--- src/sv/csrm_pkg.sv ---
// Types, constants and decode helpers shared by the signature rule matcher.
// No dependencies; every other file imports this package.
`default_nettype none
package csrm_pkg;

   localparam int RULE_DEPTH = 16;
   localparam int IDX_W      = (RULE_DEPTH > 1) ? $clog2(RULE_DEPTH) : 1;
   localparam int CNT_W      = $clog2(RULE_DEPTH + 1);

   localparam logic [95:0] INTEL_VENDOR = 96'h6c65746e_49656e69_756e6547;
   localparam logic [95:0] AMD_VENDOR   = 96'h444d4163_69746e65_68747541;
   localparam logic [3:0]  EXT_FAMILY_CODE = 4'hf;

   typedef enum logic {
      OP_INSERT   = 1'b0,
      OP_CLASSIFY = 1'b1
   } op_type;

   typedef struct packed {
      op_type      operation;
      logic [31:0] vendor_word0;
      logic [31:0] vendor_word1;
      logic [31:0] vendor_word2;
      logic [31:0] signature_word;
      logic [8:0]  family_lo;
      logic [8:0]  family_hi;
      logic [7:0]  model_lo;
      logic [7:0]  model_hi;
      logic [3:0]  stepping_lo;
      logic [3:0]  stepping_hi;
   } req_payload_type;

   typedef struct packed {
      logic        matched;
      logic [3:0]  rule_index;
      logic [8:0]  decoded_family;
      logic [7:0]  decoded_model;
      logic [3:0]  decoded_stepping;
      logic        table_full;
   } rsp_payload_type;

   // one stored rule
   typedef struct packed {
      logic [95:0] vendor;
      logic [8:0]  family_lo;
      logic [8:0]  family_hi;
      logic [7:0]  model_lo;
      logic [7:0]  model_hi;
      logic [3:0]  stepping_lo;
      logic [3:0]  stepping_hi;
   } rule_type;

   // classify query walking the cell row
   typedef struct packed {
      logic             valid;
      logic [95:0]      vendor;
      logic [8:0]       family;
      logic [7:0]       model;
      logic [3:0]       stepping;
      logic             found;
      logic [IDX_W-1:0] index;
   } token_type;

endpackage
`default_nettype wire

--- src/sv/csrm_if.sv ---
// Request and response channel interfaces (valid/ready with payload).
// Depends on csrm_pkg.
`default_nettype none
interface csrm_req_if;
   import csrm_pkg::*;
   logic            valid;
   logic            ready;
   req_payload_type payload;
   modport source (output valid, output payload, input ready);
   modport sink   (input valid, input payload, output ready);
endinterface

interface csrm_rsp_if;
   import csrm_pkg::*;
   logic            valid;
   logic            ready;
   rsp_payload_type payload;
   modport source (output valid, output payload, input ready);
   modport sink   (input valid, input payload, output ready);
endinterface
`default_nettype wire

--- src/sv/csrm_cell.sv ---
// One rule slot of the matcher row: holds a rule and checks the passing query.
// Depends on csrm_pkg.
`default_nettype none
module csrm_cell (
   input  wire logic                      clock,
   input  wire logic                      reset,
   input  wire logic                      wr_en,
   input  wire csrm_pkg::rule_type        wr_rule,
   input  wire logic                      live,
   input  wire logic [csrm_pkg::IDX_W-1:0] cell_index,
   input  wire csrm_pkg::token_type       tok_i,
   output csrm_pkg::token_type            tok_o
);
   import csrm_pkg::*;

   rule_type  rule_ff;
   token_type tok_ff;
   token_type tok_in;
   logic      hit;

   always_ff @(posedge clock) begin
      if (wr_en) begin
         rule_ff <= wr_rule;
      end
   end

   always_comb begin
      hit = live
         && (rule_ff.vendor == tok_i.vendor)
         && (tok_i.family >= rule_ff.family_lo) && (tok_i.family <= rule_ff.family_hi)
         && (tok_i.model >= rule_ff.model_lo) && (tok_i.model <= rule_ff.model_hi)
         && (tok_i.stepping >= rule_ff.stepping_lo)
         && (tok_i.stepping <= rule_ff.stepping_hi);
      tok_in = tok_i;
      // first match wins: later cells leave a found token alone
      if (tok_i.valid && !tok_i.found && hit) begin
         tok_in.found = 1'b1;
         tok_in.index = cell_index;
      end
   end

   always_ff @(posedge clock) begin
      if (reset) begin
         tok_ff.valid <= 1'b0;
      end else begin
         tok_ff.valid <= tok_in.valid;
      end
      tok_ff.vendor   <= tok_in.vendor;
      tok_ff.family   <= tok_in.family;
      tok_ff.model    <= tok_in.model;
      tok_ff.stepping <= tok_in.stepping;
      tok_ff.found    <= tok_in.found;
      tok_ff.index    <= tok_in.index;
   end

   assign tok_o = tok_ff;

endmodule
`default_nettype wire

--- src/sv/cpu_signature_rule_matcher_core.sv ---
// Insert: result registered the cycle after the transaction; another may follow each cycle
// unless a classify is busy or the response stalls. Classify: the query walks the row of
// RULE_DEPTH rule cells, one cell per cycle, waits in a pending register until the output
// stage is free, then moves to the response register; one classify at a time, so no other
// transaction is taken until then. Reset (synchronous) empties the rule count and drops any
// query in flight; rule storage is not cleared, as only slots below the count are compared.
`default_nettype none
module cpu_signature_rule_matcher_core (
   input  wire logic clock,
   input  wire logic reset,
   csrm_req_if.sink   req,
   csrm_rsp_if.source rsp
);
   import csrm_pkg::*;

   logic [CNT_W-1:0] count_ff, count_in;
   logic             busy_ff, busy_in;
   logic             pend_valid_ff, pend_valid_in;
   rsp_payload_type  pend_data_ff, pend_data_in;
   logic             rsp_valid_ff, rsp_valid_in;
   rsp_payload_type  rsp_data_ff, rsp_data_in;

   logic             out_free;
   logic             accept;
   logic             is_insert;
   logic             full;
   logic             pend_move;
   logic [95:0]      vendor;
   logic             ext_decode;
   logic [8:0]       family;
   logic [7:0]       model;
   rule_type         new_rule;
   rsp_payload_type  ins_rsp;
   rsp_payload_type  exit_rsp;
   token_type        tok [0:RULE_DEPTH];

   assign out_free  = !rsp_valid_ff || rsp.ready;
   assign req.ready = !busy_ff && out_free;
   assign accept    = req.valid && req.ready;
   assign is_insert = (req.payload.operation == OP_INSERT);
   assign full      = (count_ff >= CNT_W'(RULE_DEPTH));
   assign pend_move = pend_valid_ff && out_free;

   assign vendor = {req.payload.vendor_word2, req.payload.vendor_word1,
                    req.payload.vendor_word0};

   // signature decode
   always_comb begin
      ext_decode = (vendor == INTEL_VENDOR)
         || ((vendor == AMD_VENDOR) && (req.payload.signature_word[11:8] == EXT_FAMILY_CODE));
      family = {5'd0, req.payload.signature_word[11:8]};
      model  = {4'd0, req.payload.signature_word[7:4]};
      if (ext_decode) begin
         family = family + {1'b0, req.payload.signature_word[27:20]};
         model  = {req.payload.signature_word[19:16], req.payload.signature_word[7:4]};
      end
   end

   always_comb begin
      new_rule.vendor      = vendor;
      new_rule.family_lo   = req.payload.family_lo;
      new_rule.family_hi   = req.payload.family_hi;
      new_rule.model_lo    = req.payload.model_lo;
      new_rule.model_hi    = req.payload.model_hi;
      new_rule.stepping_lo = req.payload.stepping_lo;
      new_rule.stepping_hi = req.payload.stepping_hi;

      ins_rsp                  = '0;
      ins_rsp.table_full       = full;
      ins_rsp.rule_index       = full ? 4'd0 : 4'(count_ff);

      tok[0].valid    = accept && !is_insert;
      tok[0].vendor   = vendor;
      tok[0].family   = family;
      tok[0].model    = model;
      tok[0].stepping = req.payload.signature_word[3:0];
      tok[0].found    = 1'b0;
      tok[0].index    = '0;
   end

   for (genvar i = 0; i < RULE_DEPTH; i++) begin : g_cell
      logic wr_en;
      logic live;
      assign wr_en = accept && is_insert && !full && (count_ff == CNT_W'(i));
      assign live  = (CNT_W'(i) < count_ff);
      csrm_cell u_cell (
         .clock      (clock),
         .reset      (reset),
         .wr_en      (wr_en),
         .wr_rule    (new_rule),
         .live       (live),
         .cell_index (IDX_W'(i)),
         .tok_i      (tok[i]),
         .tok_o      (tok[i+1])
      );
   end

   always_comb begin
      exit_rsp                  = '0;
      exit_rsp.matched          = tok[RULE_DEPTH].found;
      exit_rsp.rule_index       = tok[RULE_DEPTH].found ? 4'(tok[RULE_DEPTH].index) : 4'd0;
      exit_rsp.decoded_family   = tok[RULE_DEPTH].family;
      exit_rsp.decoded_model    = tok[RULE_DEPTH].model;
      exit_rsp.decoded_stepping = tok[RULE_DEPTH].stepping;
   end

   always_comb begin
      count_in      = count_ff;
      busy_in       = busy_ff;
      pend_valid_in = pend_valid_ff;
      pend_data_in  = pend_data_ff;
      rsp_valid_in  = rsp_valid_ff;
      rsp_data_in   = rsp_data_ff;

      if (accept && is_insert && !full) begin
         count_in = count_ff + CNT_W'(1);
      end
      if (accept && !is_insert) begin
         busy_in = 1'b1;
      end
      // result leaving the row waits here until the output stage is free
      if (tok[RULE_DEPTH].valid) begin
         pend_valid_in = 1'b1;
         pend_data_in  = exit_rsp;
      end

      if (rsp_valid_ff && rsp.ready) begin
         rsp_valid_in = 1'b0;
      end
      if (accept && is_insert) begin
         rsp_valid_in = 1'b1;
         rsp_data_in  = ins_rsp;
      end else if (pend_move) begin
         rsp_valid_in  = 1'b1;
         rsp_data_in   = pend_data_ff;
         pend_valid_in = 1'b0;
         busy_in       = 1'b0;
      end
   end

   always_ff @(posedge clock) begin
      if (reset) begin
         count_ff      <= '0;
         busy_ff       <= 1'b0;
         pend_valid_ff <= 1'b0;
         rsp_valid_ff  <= 1'b0;
      end else begin
         count_ff      <= count_in;
         busy_ff       <= busy_in;
         pend_valid_ff <= pend_valid_in;
         rsp_valid_ff  <= rsp_valid_in;
      end
      pend_data_ff <= pend_data_in;
      rsp_data_ff  <= rsp_data_in;
   end

   assign rsp.valid   = rsp_valid_ff;
   assign rsp.payload = rsp_data_ff;

endmodule
`default_nettype wire
--- src/flat_wrapper.sv ---
// flat-port wrapper written by rule: the top's interface ports become plain ports
module cpu_signature_rule_matcher_core_flat import csrm_pkg::*;
  (clock, reset, req_valid, req_payload, req_ready, rsp_valid, rsp_payload, rsp_ready);
  csrm_req_if req_i ();
  csrm_rsp_if rsp_i ();
  input  wire logic clock;
  input  wire logic reset;
  input wire logic [$bits(req_i.valid)-1:0] req_valid;
  input wire logic [$bits(req_i.payload)-1:0] req_payload;
  output wire logic [$bits(req_i.ready)-1:0] req_ready;
  output wire logic [$bits(rsp_i.valid)-1:0] rsp_valid;
  output wire logic [$bits(rsp_i.payload)-1:0] rsp_payload;
  input wire logic [$bits(rsp_i.ready)-1:0] rsp_ready;
  assign req_i.valid = req_valid;
  assign req_i.payload = req_payload;
  assign req_ready = req_i.ready;
  assign rsp_valid = rsp_i.valid;
  assign rsp_payload = rsp_i.payload;
  assign rsp_i.ready = rsp_ready;
  cpu_signature_rule_matcher_core u_core (.clock(clock), .reset(reset), .req(req_i), .rsp(rsp_i));
endmodule
--- config.mk ---
export PLATFORM = sky130hd
export DESIGN_NAME = cpu_signature_rule_matcher_core_flat
export DESIGN_NICKNAME = d
export VERILOG_FILES = /design/src/sv/csrm_pkg.sv /design/src/sv/csrm_if.sv /design/src/sv/csrm_cell.sv /design/src/sv/cpu_signature_rule_matcher_core.sv /design/src/flat_wrapper.sv
export SDC_FILE = /design/constraint.sdc
export NUM_CORES = 2
export LEC_CHECK = 0
export BUFFER_PORTS_ARGS = -buffer_cell sky130_fd_sc_hd__clkbuf_2
export CAP_MARGIN = 20
export CORE_ASPECT_RATIO = 0.9
export CORE_MARGIN = 5
export CORE_UTILIZATION = 60
export CTS_BUF_LIST = sky130_fd_sc_hd__clkbuf_8
export DETAILED_ROUTE_END_ITERATION = 10
export PLACE_DENSITY_LB_ADDON = 0.25
export SLEW_MARGIN = 0
export SYNTH_ARGS = -nofsm -noshare
export SYNTH_HDL_FRONTEND = slang
export SYNTH_SLANG_ARGS = --single-unit
--- constraint.sdc ---
create_clock -name clock -period 29.6 [get_ports clock]
set_clock_uncertainty 0.15 [all_clocks]
set_input_delay 1.48 -clock clock [delete_from_list [all_inputs] [get_ports clock]]
set_output_delay 1.48 -clock clock [all_outputs]
set_load 0.005 [all_outputs]
==> metrics.txt <==
Period Utilization, post-route=0.212; Overflow after GRT=0; largest fanout on the critical path=20; setup TNS=0 ns; Hold WS=0.164 ns; Via Count=82800; vias per std cell=5.91; num rows=169; worst-case reg-to-reg path depth=8; CTS Buf Count=626; clock root cell=clkbuf_8; count of flip-flops with a built-in enable after synthesis=2239; Worst EP required=30.37 ns; Crit Path Category=in2reg; Synth warnings=0; IO Count=204; Final setup viols=0; RSZ-0062 raised after global routing=no; Slew Limit Headroom=0.0412; WL/cell=34.2 µm; HP Class=reg2reg; CTS tree=yes; Num Clock Sinks=4126; critical path launch point type=primary input; die area=246000 µm²; Post-Syn Nets=10200; area grow syn2layout=13.5%; initial antenna violation count=76; hold_buf cts=0; largest net degree at the start of global routing=139; synth top area cells=edfxtp_1, dfxtp_1, ha_1, xnor2_1, xor2_1; Total Nets Final=11100; clock-pin slew on the worst setup and hold paths=0.06 ns; Hold Path Stages=0; postcts setup bufs=0; prevailing post-synth register cell=edfxtp_1; post-route ant nets=0; pwr dens=70.5 nW/µm²; Tightest Pin Transition=1.44 ns; first-pass GRT wire length=641000 µm; Mapped Cells=9295; H-tree Lvls=6; # DRC=0; syn avg cell area=15.3 µm²; design area=161000 µm²; status=completed; Slew Viols, Final=0; GR Util All Layers=0.385; Core ar.=235000 µm²; First-pass DRT Iterations=5; clock tree buffer depth=4; fraction of layout cells with a size suffix above 1=0.121; final wirelength=479000 µm; max_cap viols=0; Crit. End Element=flip-flop; Cell Area, Placed=148000 µm²; register area share after synthesis=0.741; vias in the first global route=81100; count leader, synth=edfxtp_1; peak supply drop=59.9 µV; Starting Density=0.602; post-synthesis async set-or-reset flop share=0; Post-synth top cells=edfxtp_1, dfxtp_1, inv_1; Clock Latency Late Sink=1.09 ns; leakage power=63.4 nW; Die X=522 µm; count of cell types in the netlist=74; count of state elements after synthesis=4126; post-CTS sizing=0; crit path DAT=7.06 ns; fin crit period=6.29 ns; post-DP HPWL=359000 µm; die height=471 µm; IO Port Bufs=195; final hold viol count=0; top cell type's share of synthesized area=0.474; Max Clk Rate=159 MHz; gpl congestion=1.03; drt first-iter violations=10100; top cell type by total area after synthesis=edfxtp_1; Cell Area, Synth=142000 µm²; Fillers=16200
-- sequential cells by signal, indices dropped and copies added, names as in the netlist --
signal	count
u_core.g_cell.u_cell.tok_o	1857
u_core.g_cell.u_cell.rule_ff	2208
u_core.count_ff	5
u_core.pend_data_ff	26
u_core.pend_valid_ff	1
u_core.busy_ff	1
u_core.rsp.valid	1
u_core.rsp.payload	27
-- cells by family after synthesis --
family,synth area share
buffers and inverters,0.0284
AO/OA/AOI/OAI,0.0479
multiplexers,0.000530
AND/OR/NAND/NOR,0.0530
adder cells (fa/ha/maj),0.0601
XOR/XNOR,0.0694
flip-flops,0.741
-- cells in the final DEF (no fill, tap or decap), types with 16 or more instances in the layout --
| master | n |
|---|---|
| a2111o_1 | 25 |
| a2111oi_0 | 71 |
| a211oi_1 | 25 |
| a21o_1 | 31 |
| a21oi_1 | 203 |
| a221oi_1 | 30 |
| a22o_1 | 39 |
| buf_4 | 180 |
| clkbuf_2 | 195 |
| clkbuf_8 | 756 |
| clkinv_1 | 38 |
| clkinv_2 | 58 |
| dfxtp_1 | 1887 |
| diode_2 | 52 |
| edfxtp_1 | 2239 |
| ha_1 | 679 |
| inv_1 | 1294 |
| nand2_1 | 163 |
| nand2b_1 | 122 |
| nand3_1 | 66 |
| nand4_1 | 271 |
| nor2_1 | 109 |
| nor2b_1 | 189 |
| nor3_1 | 50 |
| nor4_1 | 211 |
| o2111ai_1 | 35 |
| o211ai_1 | 21 |
| o21a_1 | 27 |
| o21ai_0 | 155 |
| o22ai_1 | 142 |
| o2bb2ai_1 | 50 |
| or2_2 | 16 |
| or4_1 | 20 |
| xnor2_1 | 622 |
| xor2_1 | 502 |
-- layer usage --
layer / share of wire / track usage / routed length [µm] / vias up
met3: 0.090 / 0.0700 / 42900 / 1147
met5: 0.000079 / 0 / 38 / -
li1: - / - / - / 35500
met1: 0.37 / 0.500 / 179000 / 41300
met4: 0.093 / 0.289 / 44700 / 6
met2: 0.44 / 0.582 / 212000 / 4876
-- cell type report --
type,count,area [µm²],share of cell area
diodes,52,130,0.000809
inverters,1053,3950,0.0246
well taps,3163,3960,0.0246
multi-input cells,4099,32900,0.205
flip-flops and latches,4126,105000,0.653
clock inverters,390,2100,0.0130
repair buffers,384,2450,0.0153
clock buffers,756,10400,0.0647
-- per-stage QoR --
step                power [W]  setup WS, ns  utilization  cells
floorplan             0.00650         12.97            -   9295
global placement      0.00683         21.75        0.630  12800
detailed placement    0.00684         22.07        0.630  12800
CTS                    0.0114         23.18        0.683  14000
global route           0.0117         23.16        0.683  14000
finish                 0.0114         23.31        0.684  14000
-- path summary, 6_finish.rpt --
| kind | start | to | slack, ns |
|---|---|---|---|
| setup / recovery | req_payload[166] | u_core.g_cell[0].u_cell.tok_o[4] | 23.31 |
| hold / removal | u_core.g_cell[6].u_cell.tok_o[88] | u_core.g_cell[7].u_cell.tok_o[88] | 0.16 |
| setup reg to reg | u_core.rsp.valid | u_core.g_cell[13].u_cell.rule_ff[90] | 24.62 |
| hold reg to reg | u_core.g_cell[6].u_cell.tok_o[88] | u_core.g_cell[7].u_cell.tok_o[88] | 0.16 |
-- critical path, stage by stage --
cell,delay (ns)
clkbuf_2,0.75
nand4b_1,0.18
nor2_1,0.14
nand4_1,0.11
o41ai_1,0.56
nand3_1,0.80
nor3_1,0.70
ha_1,0.23
nand4_1,0.09
nor3_1,0.49
o221ai_1,0.20
or4_1,0.53
or4_1,0.51
nor4_1,0.24
-- power breakdown --
| group | internal (W) | total [W] | switching [W] |
|---|---|---|---|
| logic | 0.000115 | 0.000419 | 0.000303 |
| clock network | 0.00241 | 0.00461 | 0.00220 |
| registers | 0.00617 | 0.00632 | 0.000151 |
| total | 0.00870 | 0.0114 | 0.00265 |
Power figures use the tool's default switching activity.
